**config.mk**
```make
export PLATFORM = sky130hd
export DESIGN_NAME = machine_csr_file_with_trap_entry_top
export DESIGN_NICKNAME = d
export VERILOG_FILES = /design/src/rtl/mcsr_pkg.sv /design/src/rtl/machine_csr_file_with_trap_entry_top.sv
export SDC_FILE = /design/constraint.sdc
export NUM_CORES = 1
export LEC_CHECK = 0
export BUFFER_PORTS_ARGS = -buffer_cell sky130_fd_sc_hd__buf_2
export CORE_MARGIN = 5
export CORE_UTILIZATION = 40
export DETAILED_ROUTE_END_ITERATION = 10
export SETUP_SLACK_MARGIN = 0.02
export SLEW_MARGIN = 0
export SYNTH_ARGS = -nofsm -noshare
export SYNTH_HDL_FRONTEND = slang
export SYNTH_SLANG_ARGS = --single-unit
```
**constraint.sdc**
```tcl
create_clock -name i_clk -period 5.6 [get_ports i_clk]
set_input_delay 0.28 -clock i_clk [delete_from_list [all_inputs] [get_ports i_clk]]
set_output_delay 0.28 -clock i_clk [all_outputs]
set_load 0.05 [all_outputs]
```
**src/rtl/mcsr_pkg.sv**
```systemverilog
// Package for the machine-mode CSR file: word types, CSR numbers, slot indexes,
// status and operation codes, and the address decoder and reset value functions.
// Depends on nothing.
package mcsr_pkg;

    // Operation codes carried in the op field of an input word.
    localparam logic [1:0] OP_READ       = 2'd0;
    localparam logic [1:0] OP_WRITE      = 2'd1;
    localparam logic [1:0] OP_TRAP_ENTER = 2'd2;
    localparam logic [1:0] OP_TRAP_EXIT  = 2'd3;

    // Status codes returned in each result word.
    localparam logic [1:0] ST_OK      = 2'd0;
    localparam logic [1:0] ST_UNKNOWN = 2'd1;
    localparam logic [1:0] ST_IGNORED = 2'd2;

    // Standard CSR numbers.
    localparam logic [11:0] A_MSTATUS   = 12'h300;
    localparam logic [11:0] A_MISA      = 12'h301;
    localparam logic [11:0] A_MIE       = 12'h304;
    localparam logic [11:0] A_MTVEC     = 12'h305;
    localparam logic [11:0] A_MSCRATCH  = 12'h340;
    localparam logic [11:0] A_MEPC      = 12'h341;
    localparam logic [11:0] A_MCAUSE    = 12'h342;
    localparam logic [11:0] A_MTVAL     = 12'h343;
    localparam logic [11:0] A_MIP       = 12'h344;
    localparam logic [11:0] A_MCYCLE    = 12'hB00;
    localparam logic [11:0] A_MINSTRET  = 12'hB02;
    localparam logic [11:0] A_MCYCLEH   = 12'hB80;
    localparam logic [11:0] A_MINSTRETH = 12'hB82;
    localparam logic [11:0] A_CYCLE     = 12'hC00;
    localparam logic [11:0] A_INSTRET   = 12'hC02;
    localparam logic [11:0] A_CYCLEH    = 12'hC80;
    localparam logic [11:0] A_INSTRETH  = 12'hC82;

    // Slots of the CSR memory. The two 64-bit counters occupy two slots each.
    localparam int unsigned CSR_DEPTH = 16;
    localparam int unsigned IDX_BITS  = 4;

    localparam logic [IDX_BITS-1:0] IDX_MSTATUS   = 4'd0;
    localparam logic [IDX_BITS-1:0] IDX_MISA      = 4'd1;
    localparam logic [IDX_BITS-1:0] IDX_MTVEC     = 4'd2;
    localparam logic [IDX_BITS-1:0] IDX_MIE       = 4'd3;
    localparam logic [IDX_BITS-1:0] IDX_MSCRATCH  = 4'd4;
    localparam logic [IDX_BITS-1:0] IDX_MEPC      = 4'd5;
    localparam logic [IDX_BITS-1:0] IDX_MCAUSE    = 4'd6;
    localparam logic [IDX_BITS-1:0] IDX_MTVAL     = 4'd7;
    localparam logic [IDX_BITS-1:0] IDX_MIP       = 4'd8;
    localparam logic [IDX_BITS-1:0] IDX_CYCLE_LO  = 4'd9;
    localparam logic [IDX_BITS-1:0] IDX_CYCLE_HI  = 4'd10;
    localparam logic [IDX_BITS-1:0] IDX_INSTR_LO  = 4'd11;
    localparam logic [IDX_BITS-1:0] IDX_INSTR_HI  = 4'd12;

    localparam logic [31:0] MIE_BIT  = 32'h0000_0008;
    localparam logic [31:0] INT_FLAG = 32'h8000_0000;

    localparam logic [31:0] RST_MSTATUS = 32'h0000_1800;
    localparam logic [31:0] RST_MISA    = 32'h4010_1105;
    localparam logic [31:0] RST_MTVEC   = 32'h4000_0000;

    typedef struct packed {
        logic [1:0]  op;
        logic [11:0] csr_addr;
        logic [31:0] write_data;
        logic [31:0] trap_pc;
        logic [31:0] trap_cause;
        logic        trap_interrupt;
    } t_in_word;

    typedef struct packed {
        logic [31:0] read_data;
        logic [1:0]  status;
        logic [7:0]  trap_depth;
    } t_out_word;

    typedef struct packed {
        logic                known;
        logic                writable;
        logic [IDX_BITS-1:0] idx;
    } t_csr_dec;

    function automatic t_csr_dec csr_decode(input logic [11:0] addr);
        t_csr_dec d;
        d = '{known: 1'b1, writable: 1'b1, idx: IDX_MSTATUS};
        unique case (addr)
            A_MSTATUS:   d.idx = IDX_MSTATUS;
            A_MISA:      d.idx = IDX_MISA;
            A_MTVEC:     d.idx = IDX_MTVEC;
            A_MIE:       d.idx = IDX_MIE;
            A_MSCRATCH:  d.idx = IDX_MSCRATCH;
            A_MEPC:      d.idx = IDX_MEPC;
            A_MCAUSE:    d.idx = IDX_MCAUSE;
            A_MTVAL:     d.idx = IDX_MTVAL;
            A_MIP:       d.idx = IDX_MIP;
            A_MCYCLE:    d.idx = IDX_CYCLE_LO;
            A_MCYCLEH:   d.idx = IDX_CYCLE_HI;
            A_MINSTRET:  d.idx = IDX_INSTR_LO;
            A_MINSTRETH: d.idx = IDX_INSTR_HI;
            A_CYCLE: begin
                d.idx      = IDX_CYCLE_LO;
                d.writable = 1'b0;
            end
            A_CYCLEH: begin
                d.idx      = IDX_CYCLE_HI;
                d.writable = 1'b0;
            end
            A_INSTRET: begin
                d.idx      = IDX_INSTR_LO;
                d.writable = 1'b0;
            end
            A_INSTRETH: begin
                d.idx      = IDX_INSTR_HI;
                d.writable = 1'b0;
            end
            default: begin
                d.known    = 1'b0;
                d.writable = 1'b0;
            end
        endcase
        return d;
    endfunction

    // Value a slot holds until it is first written.
    function automatic logic [31:0] csr_reset(input logic [IDX_BITS-1:0] idx);
        logic [31:0] v;
        v = '0;
        case (idx)
            IDX_MSTATUS: v = RST_MSTATUS;
            IDX_MISA:    v = RST_MISA;
            IDX_MTVEC:   v = RST_MTVEC;
            default:     v = '0;
        endcase
        return v;
    endfunction

endpackage

```
**src/rtl/machine_csr_file_with_trap_entry_top.sv**
```systemverilog
// Top level of the machine-mode CSR file with trap entry and exit.
// Depends on mcsr_pkg for word types, CSR numbers and the address decoder.

// All CSR state, including both halves of the cycle and instret counters,
// lives in one 16-entry synchronous memory with a registered read. A 16-bit
// valid vector, cleared by reset, makes an unwritten slot read as its reset
// value, so no clearing pass is needed after reset. Each accepted word reads
// one slot (the addressed CSR, or mstatus for trap words), then a small
// sequencer modifies and writes back through the single write port. A CSR
// read, a CSR write or a trap exit passes the execute and done steps before
// the next acceptance; a trap entry adds mepc, mcause and mtval steps, since
// it writes mstatus, mepc, mcause and mtval in turn on one port. The result
// sits in an output register, so the next word is accepted while a result
// still waits to be taken. Only one word is in flight at a time, so a read
// never overlaps a write to the same slot. The trap nesting level is a
// LEVEL_BITS-wide register that saturates at all ones and is reported in
// its low 8 bits. Unknown CSRs read as zero with an unknown status; writes
// to unknown CSRs or to the user counter aliases change nothing and are
// flagged as ignored.
module machine_csr_file_with_trap_entry_top #(
    parameter int unsigned LEVEL_BITS = 8
) (
    input  logic                  i_clk,
    input  logic                  i_rst_n,
    input  logic                  i_in_valid,
    output logic                  o_in_stall,
    input  mcsr_pkg::t_in_word    i_in_word,
    output logic                  o_out_valid,
    input  logic                  i_out_stall,
    output mcsr_pkg::t_out_word   o_out_word
);
    import mcsr_pkg::*;

    typedef enum logic [2:0] {
        S_IDLE,
        S_EXEC,
        S_EPC,
        S_CAUSE,
        S_TVAL,
        S_DONE
    } t_state;

    t_state              r_state;
    t_in_word            r_item;
    t_csr_dec            r_dec;
    logic [IDX_BITS-1:0] r_ridx;
    t_out_word           r_res;
    t_out_word           r_out;
    logic                r_out_valid;
    logic [LEVEL_BITS-1:0] r_level;
    logic [LEVEL_BITS-1:0] n_level;

    // CSR memory with its per-slot valid bits.
    logic [31:0]         r_mem [CSR_DEPTH];
    logic [31:0]         r_rdata;
    logic                r_rvalid;
    logic [CSR_DEPTH-1:0] r_valid;

    t_csr_dec            w_in_dec;
    logic [IDX_BITS-1:0] w_raddr;
    logic                w_we;
    logic [IDX_BITS-1:0] w_waddr;
    logic [31:0]         w_wdata;
    logic [31:0]         w_cur;
    logic                w_accept;
    logic                w_out_take;
    t_out_word           w_res;

    // Widen and cut the level to the 8-bit depth field for any LEVEL_BITS.
    function automatic logic [7:0] depth8(input logic [LEVEL_BITS-1:0] lv);
        logic [39:0] wide;
        wide = 40'(lv);
        return wide[7:0];
    endfunction

    assign o_in_stall  = (r_state != S_IDLE);
    assign w_accept    = i_in_valid && !o_in_stall;
    assign o_out_valid = r_out_valid;
    assign o_out_word  = r_out;
    assign w_out_take  = r_out_valid && !i_out_stall;

    // Trap words read mstatus; CSR words read the addressed slot.
    always_comb begin
        w_in_dec = csr_decode(i_in_word.csr_addr);
        if (i_in_word.op == OP_READ || i_in_word.op == OP_WRITE) begin
            w_raddr = w_in_dec.idx;
        end else begin
            w_raddr = IDX_MSTATUS;
        end
    end

    // Current value of the slot read for this word.
    assign w_cur = r_rvalid ? r_rdata : csr_reset(r_ridx);

    // Write port, result and next level for each sequencer step.
    always_comb begin
        w_we    = 1'b0;
        w_waddr = IDX_MSTATUS;
        w_wdata = '0;
        n_level = r_level;
        w_res   = '{read_data: '0, status: ST_OK, trap_depth: depth8(r_level)};
        unique case (r_state)
            S_EXEC: begin
                case (r_item.op)
                    OP_READ: begin
                        if (r_dec.known) begin
                            w_res.read_data = w_cur;
                        end else begin
                            w_res.status = ST_UNKNOWN;
                        end
                    end
                    OP_WRITE: begin
                        if (r_dec.writable) begin
                            w_we    = 1'b1;
                            w_waddr = r_dec.idx;
                            w_wdata = r_item.write_data;
                        end else begin
                            w_res.status = ST_IGNORED;
                        end
                    end
                    OP_TRAP_ENTER: begin
                        w_we    = 1'b1;
                        w_waddr = IDX_MSTATUS;
                        w_wdata = w_cur & ~MIE_BIT;
                        if (!(&r_level)) begin
                            n_level = r_level + 1'b1;
                        end
                    end
                    default: begin
                        if (r_level != '0) begin
                            w_we    = 1'b1;
                            w_waddr = IDX_MSTATUS;
                            w_wdata = w_cur | MIE_BIT;
                            n_level = r_level - 1'b1;
                        end
                    end
                endcase
                w_res.trap_depth = depth8(n_level);
            end
            S_EPC: begin
                w_we    = 1'b1;
                w_waddr = IDX_MEPC;
                w_wdata = r_item.trap_pc;
            end
            S_CAUSE: begin
                w_we    = 1'b1;
                w_waddr = IDX_MCAUSE;
                w_wdata = r_item.trap_interrupt ? (r_item.trap_cause | INT_FLAG)
                                                : r_item.trap_cause;
            end
            S_TVAL: begin
                w_we    = 1'b1;
                w_waddr = IDX_MTVAL;
                w_wdata = r_item.write_data;
            end
            default: begin
            end
        endcase
    end

    // Memory: one write and one registered read per cycle.
    always_ff @(posedge i_clk) begin
        if (w_we) begin
            r_mem[w_waddr] <= w_wdata;
        end
        r_rdata  <= r_mem[w_raddr];
        r_rvalid <= r_valid[w_raddr];
    end

    always_ff @(posedge i_clk) begin
        if (!i_rst_n) begin
            r_valid <= '0;
        end else if (w_we) begin
            r_valid[w_waddr] <= 1'b1;
        end
    end

    // Sequencer with its registered outputs.
    always_ff @(posedge i_clk) begin
        if (!i_rst_n) begin
            r_state     <= S_IDLE;
            r_out_valid <= 1'b0;
            r_level     <= '0;
        end else begin
            // In the done step the output register is reloaded below instead.
            if (w_out_take && r_state != S_DONE) begin
                r_out_valid <= 1'b0;
            end
            unique case (r_state)
                S_IDLE: begin
                    if (w_accept) begin
                        r_item  <= i_in_word;
                        r_dec   <= w_in_dec;
                        r_ridx  <= w_raddr;
                        r_state <= S_EXEC;
                    end
                end
                S_EXEC: begin
                    r_level <= n_level;
                    r_res   <= w_res;
                    r_state <= (r_item.op == OP_TRAP_ENTER) ? S_EPC : S_DONE;
                end
                S_EPC: begin
                    r_state <= S_CAUSE;
                end
                S_CAUSE: begin
                    r_state <= S_TVAL;
                end
                S_TVAL: begin
                    r_state <= S_DONE;
                end
                S_DONE: begin
                    if (!r_out_valid || w_out_take) begin
                        r_out       <= r_res;
                        r_out_valid <= 1'b1;
                        r_state     <= S_IDLE;
                    end
                end
                default: begin
                    r_state <= S_IDLE;
                end
            endcase
        end
    end

    // A trap entry always proceeds from the execute step to the mepc write.
    a_enter_seq: assert property (@(posedge i_clk) disable iff (!i_rst_n)
        (r_state == S_EXEC && r_item.op == OP_TRAP_ENTER) |=> (r_state == S_EPC))
        else $error("trap entry did not proceed to the mepc write");

    // The mepc write step is only reached from the execute step.
    a_epc_from_exec: assert property (@(posedge i_clk) disable iff (!i_rst_n)
        (r_state == S_EPC) |-> ($past(r_state) == S_EXEC))
        else $error("mepc write step entered out of order");

    // The nesting level changes only in the execute step.
    a_level_change: assert property (@(posedge i_clk) disable iff (!i_rst_n)
        ($past(i_rst_n) && r_level != $past(r_level)) |-> ($past(r_state) == S_EXEC))
        else $error("nesting level changed outside the execute step");

endmodule
```
==> results of run 1 <==
==> through the flow <==
| stage | hold WS, ps | setup WS, ps | std cells | power, uW | util |
|---|---|---|---|---|---|
| after CTS | 103 | 1990 | 2909 | 11300 | 0.483 |
| after global placement | 402 | 2040 | 2683 | 6590 | 0.433 |
| after global routing | 162 | 1730 | 2909 | 11600 | 0.483 |
| after floorplan | 379 | 839 | 1729 | 6360 | - |
| after detailed placement | 405 | 1960 | 2683 | 6620 | 0.433 |
| final | 161 | 1960 | 2910 | 11200 | 0.483 |
==> sequential cells by signal (all words and copies together), names as in the netlist <==
signal       flops
r_res           42
r_rdata         32
o_out_word      42
r_rvalid         1
r_dec            6
r_ridx           4
r_mem          448
r_item          99
r_valid         14
r_state          3
r_level          8
o_out_valid      1
==> critical path: stages, from the launching register on <==
cell,delay [ps]
dfxtp_1,420
inv_1,120
ha_1,230
and3_1,190
a21boi_0,310
nand2_1,600
buf_4,460
o211ai_1,940
==> area by class of cell <==
| cell class | instances | area, um2 |
|---|---|---|
| repair buffers | 304 | 2170 |
| diodes | 1 | 2.50 |
| flip-flops and latches | 700 | 20400 |
| multi-input cells | 905 | 5790 |
| clock inverters | 26 | 305 |
| fillers | 5560 | 34100 |
| well taps | 864 | 1080 |
| inverters | 9 | 35.0 |
| clock buffers | 101 | 1970 |
==> worst max-delay path by stage <==
stage | endpoint | slack, ps | depth (start not counted)
3_5_place_dp | r_rdata[6] | 1960 | 8
6_report | r_mem[8][5] | 1960 | 7
5_1_grt | r_mem[13][23] | 1730 | 7
4_1_cts | r_mem[5][29] | 1990 | 7
2_1_floorplan | r_mem[4][0] | 840 | 6
3_3_place_gp | r_rdata[6] | 2040 | 8
==> repair_timing <==
| action | CTS | global route |
|---|---|---|
| setup buffers | 0 | 0 |
| hold endpoints to repair | 99 | 0 |
| hold buffers | 99 | 0 |
==> placed cells by master, fill, tap and decap left out, types with 28 or more instances in the layout <==
cell type        n
edfxtp_1       641
nand2_1        212
buf_2          158
o21ai_0         99
dlygate4sd3_1   99
clkbuf_16       72
nor2_1          71
mux2i_1         65
o221ai_1        60
dfxtp_1         59
a31oi_1         46
buf_4           44
nor3_1          28
==> cell usage after synthesis (4+ instances only) <==
library cell,count,share of area
a21oi_1,19,0.0036
a221oi_1,4,0.0013
a222oi_1,9,0.0034
a22o_1,4,0.0013
a22oi_1,26,0.0073
a31o_2,4,0.0013
a31oi_1,47,0.011
a32o_1,26,0.0098
a32oi_1,13,0.0043
and2_1,4,0.00094
and3_1,5,0.0012
buf_2,28,0.0053
buf_4,8,0.0023
clkbuf_1,75,0.011
dfxtp_1,59,0.044
edfxtp_1,641,0.72
inv_1,7,0.00099
mux2i_1,65,0.024
nand2_1,213,0.030
nand3_1,17,0.0032
nor2_1,83,0.012
nor2b_1,15,0.0035
nor3_1,29,0.0055
nor3b_1,8,0.0023
nor4_1,4,0.00094
o211ai_1,26,0.0073
o21a_1,15,0.0042
o21ai_0,100,0.019
o21ai_1,10,0.0019
o221ai_1,60,0.020
o22ai_1,5,0.0012
o2bb2ai_1,4,0.0013
or3_1,22,0.0052
xnor2_1,4,0.0013
==> power breakdown <==
group          internal [uW]  switching, uW  total, uW  leakage [uW]
Combinational            191            410        601       0.00331
Clock                   2740           1920       4650       0.00111
Sequential              5910           58.3       5960       0.00647
Total                   8830           2390      11200        0.0109
==> cells by family (layout without fill, tap and decap cells) <==
logic type / count (synthesis) / in the layout / share of synthesized area
AOI/OAI and AO/OA: 401 / 401 / 0.109
xor gates and xnor gates: 6 / 6 / 0.00198
adders and majority gates: 3 / 3 / 0.00141
buffers and inverters: 124 / 440 / 0.0209
DFF: 700 / 700 / 0.768
muxes: 65 / 65 / 0.0245
other: 0 / 1 / 0
and+or+nand+nor: 430 / 430 / 0.0738
==> metal layers <==
metal  GRT usage  wire (um)
met5           0          0
met4      0.0522       1250
met3      0.0308       4600
met2       0.334      35500
met1       0.250      28700
==> results_dict.tcl, run 1 <==
set metrics [dict create \
    worstHoldEndpoint "r_dec[3]" \
    synth.avg_cell_area_um2 15.4 \
    ant_nets 0 \
    r2r_slack_ps 1960 \
    wl_um 70100 \
    drc 0 \
    netlist_area_um2 26600 \
    globalRouteOverflowTotal 0 \
    vias 16400 \
    cp_max_fo 14 \
    r2r-end "r_mem[8][5]" \
    post_dp_cell_area_um2 28500 \
    setup_viol 0 \
    cts.clk_slew.worst_paths_ps 60 \
    fin_setup_tns_ps 0 \
    synthDistinctLibCells 77 \
    dp_hpwl_um 39300 \
    powerDensity_nw_per_um2 353 \
    post_cts_resized 0 \
    core_um2 65900 \
    fmax_mhz 275 \
    grt_setup_unrepaired "false" \
    async_flop_share 0 \
    holdCritPathClass "in2reg" \
    cts_buffers 70 \
    clock-root-buffer "clkbuf_16" \
    clockBufferDepth 3 \
    yosysWarnings 0 \
    finalHoldViolations 0 \
    antenna_found_initial 1 \
    cts_htree_levels 3 \
    syn_inst 1729 \
    avgViaCountPerCell 5.64 \
    ys_seq_elements 700 \
    cp-end-kind "register" \
    clock-sinks 700 \
    ir_worst_vdd_v 0.000215 \
    syn2layout_area_growth_pct 19.5 \
    relSlewSlack 0.175 \
    worstSetupPathType "reg2reg" \
    rows 94 \
    die_x_um 268 \
    insertion_delay_ps 600 \
    critPathLaunchType "register" \
    cp-startpoint "r_level[0]" \
    routabilityCongestion 0.829 \
    stdcell_area_um2 31800 \
    max_cap_viol_count 0 \
    arrival_ps 3860 \
    start_util 0.404 \
    r2r-start "r_level[0]" \
    io_pins 159 \
    dr.first_iter.drc_count 1699 \
    grt_start_max_net_pins 100 \
    fin_worst_skew_ps 21.4 \
    max_slew.worst_pin.slew_ps 1230 \
    layout_min_cycle_time_ps 3640 \
    hold_depth 2 \
    report.final.slew_viol_count 0 \
    final_nets 2108 \
    die_area_um2 71700 \
    numPortBuffers 158 \
    syn-num-nets 1847 \
    finalCritPeriodShare 0.649 \
    synth_flop_cell "edfxtp_1" \
    synth-edff-count 641 \
    status "finished clean" \
    cts_tree "yes" \
    cp.required_ps 5830 \
    r2r_cells 7 \
    detail_route.first_pass.iterations 6 \
    grt_pass1_vias 16700 \
    p_leak_uw 0.0109 \
    routedWlPerCell_um 24.1 \
    ys_seq_area_frac 0.768 \
    drive_gt1_frac 0.172 \
    grt_first_pass_wirelength_um 105000 \
    min_from "i_in_word[103]" \
    die_y_um 268 \
    grt_usage 0.191 \
]
Power figures use the tool's default switching activity.
==> run 2, diff against run 1 <==
clock period = 3.55 ns   (was 5.6 ns; I/O delays follow)
==> results_dict.tcl, run 2 (synthesis results as in run 1) <==
set metrics [dict create \
    die_x_um 268 \
    postCtsHoldBufs 99 \
    grt_usage 0.189 \
    critical_path.cell_chain "inv_1 > ha_1 > and3_1 > a21boi_0 > nand2_1 > buf_12 > o211ai_1" \
    drive_gt1_frac 0.183 \
    r2r-start "r_level[0]" \
    core_um2 65900 \
    netSwitchingFraction 0.210 \
    dr.first_iter.drc_count 1439 \
    clock-sinks 700 \
    post-cts-setup-buffers 0 \
    post_dp_cell_area_um2 28900 \
    detail_route.first_pass.iterations 6 \
    die_area_um2 71700 \
    cts.clk_slew.worst_paths_ps 60 \
    worstSetupPathType "reg2reg" \
    r2r_cells 7 \
    mostFrequentLayoutCell "edfxtp_1" \
    grt_start_max_net_pins 100 \
    cp.required_ps 3780 \
    routabilityCongestion 0.823 \
    intPower_uw 14100 \
    cts_tree "yes" \
    critPathSlowestCell "o211ai_1" \
    worstHoldEndpoint "r_dec[3]" \
    cp-end-kind "register" \
    finalHoldViolations 0 \
    clock-root-buffer "clkbuf_16" \
    rows 94 \
    layout_min_cycle_time_ps 3040 \
    final_cell_mix "edfxtp_1 (641), nand2_1 (212), buf_2 (158)" \
    drc 0 \
    power_switching_uw 3760 \
    final_nets 2127 \
    routedWlPerCell_um 23.7 \
    start_util 0.404 \
    finalCritPeriodShare 0.855 \
    largestRegisters "r_mem x448, r_item x99" \
    relSlewSlack 0.203 \
    fmax_mhz 329 \
    globalRouteOverflowTotal 0 \
    largest_register_ffs 448 \
    grt_first_pass_wirelength_um 103000 \
    report.final.slew_viol_count 0 \
    powerDensity_nw_per_um2 554 \
    min_from "i_in_word[103]" \
    avgViaCountPerCell 5.61 \
    cts_buffers 69 \
    power_frac_seq 0.527 \
    cp_max_fo 26 \
    io_pins 159 \
    power_frac_clock 0.419 \
    stdcell_area_um2 32200 \
    antenna_found_initial 1 \
    setup_viol 0 \
    n_fill_cell 5515 \
    fin_worst_skew_ps 27.6 \
    max_cap_viol_count 0 \
    post_cts_resized 0 \
    ant_nets 0 \
    numPortBuffers 158 \
    ir_worst_vdd_v 0.000353 \
    clockBufferDepth 3 \
    insertion_delay_ps 600 \
    critPathMaxStageDelay_ps 960 \
    p_leak_uw 0.0111 \
    r2r_slack_ps 510 \
    hold_depth 2 \
    comb_power_share 0.054 \
    critPathLaunchType "register" \
    arrival_ps 3270 \
    grt_setup_unrepaired "false" \
    wl_um 69400 \
    fin_setup_tns_ps 0 \
    vias 16400 \
    syn2layout_area_growth_pct 21.2 \
    status "finished clean" \
    dp_hpwl_um 39400 \
    cts_htree_levels 3 \
    regMostFlops "r_mem" \
    grt_pass1_vias 16800 \
    max_slew.worst_pin.slew_ps 1190 \
    path_buf_inv 2 \
    cpLargestDelayFamily "compound AO/OA/AOI/OAI gates" \
    die_y_um 268 \
    r2r-end "r_mem[8][23]" \
    holdCritPathClass "in2reg" \
]
==> run 2: changes by cell type in the layout (fill, tap and decap cells not counted), moves of 2 or more <==
cell,change
clkbuf_1,-6
clkinv_2,+6
buf_12,+19
bufinv_16,+2
clkinv_1,-2
==> run 2: metal layers <==
metal	vias to the layer above	track usage	part of all wire
li1	7351	-	-
met1	8318	0.244	0.41
met2	634	0.323	0.49
met3	129	0.0346	0.070
met4	0	0.0656	0.029
met5	-	0	0
==> run 2: worst max path at each step <==
stage	from	endpoint	slack, ps	cells after the start
6_report	r_level[0]	r_mem[8][23]	510	7
5_1_grt	r_level[0]	r_mem[8][23]	360	7
4_1_cts	r_level[0]	r_mem[9][15]	490	7
3_5_place_dp	r_level[0]	r_mem[9][15]	500	7
3_3_place_gp	i_in_word[100]	r_rdata[6]	580	9
2_1_floorplan	r_state[2]	r_dec[0]	130	4
==> run 2: worst register-to-register path, cell delays in order (launching register included) <==
cell and delay, ps:
dfxtp_1 430, inv_1 130, ha_1 230, and3_1 190, a21boi_0 340, nand2_1 160, buf_12 220, o211ai_1 980
==> run 2: final cells by class <==
| class | instances | area (um2) | share of cell area |
|---|---|---|---|
| Antenna cell | 1 | 2.50 | 0.0000776 |
| Timing Repair Buffer | 324 | 2560 | 0.0794 |
| Clock inverter | 29 | 367 | 0.0114 |
| Inverter | 9 | 35.0 | 0.00109 |
| Sequential cell | 700 | 20400 | 0.634 |
| Clock buffer | 95 | 1960 | 0.0608 |
| Tap cell | 864 | 1080 | 0.0335 |
| Multi-Input combinational cell | 905 | 5800 | 0.180 |
==> run 2: metrics by stage <==
| stage | instances | hold slack [ps] | worst slack (ps) | power, uW | utilization |
|---|---|---|---|---|---|
| 2_1_floorplan | 1729 | 276 | 134 | 10000 | - |
| 3_3_place_gp | 2703 | 354 | 581 | 10400 | 0.439 |
| 3_5_place_dp | 2703 | 356 | 498 | 10500 | 0.439 |
| 4_1_cts | 2926 | 9.13 | 486 | 18000 | 0.489 |
| 5_1_grt | 2926 | 50.3 | 357 | 18400 | 0.489 |
| 6_report | 2927 | 59.1 | 515 | 17900 | 0.489 |
==> run 2: power by group through the flow <==
stage                     logic, uW  clock network [uW]  registers, uW
final                           973                7480           9410
after global routing           1050                7960           9420
after CTS                       972                7620           9400
after detailed placement        878                   0           9580
after global placement          852                   0           9570
after floorplan                 467                   0           9570
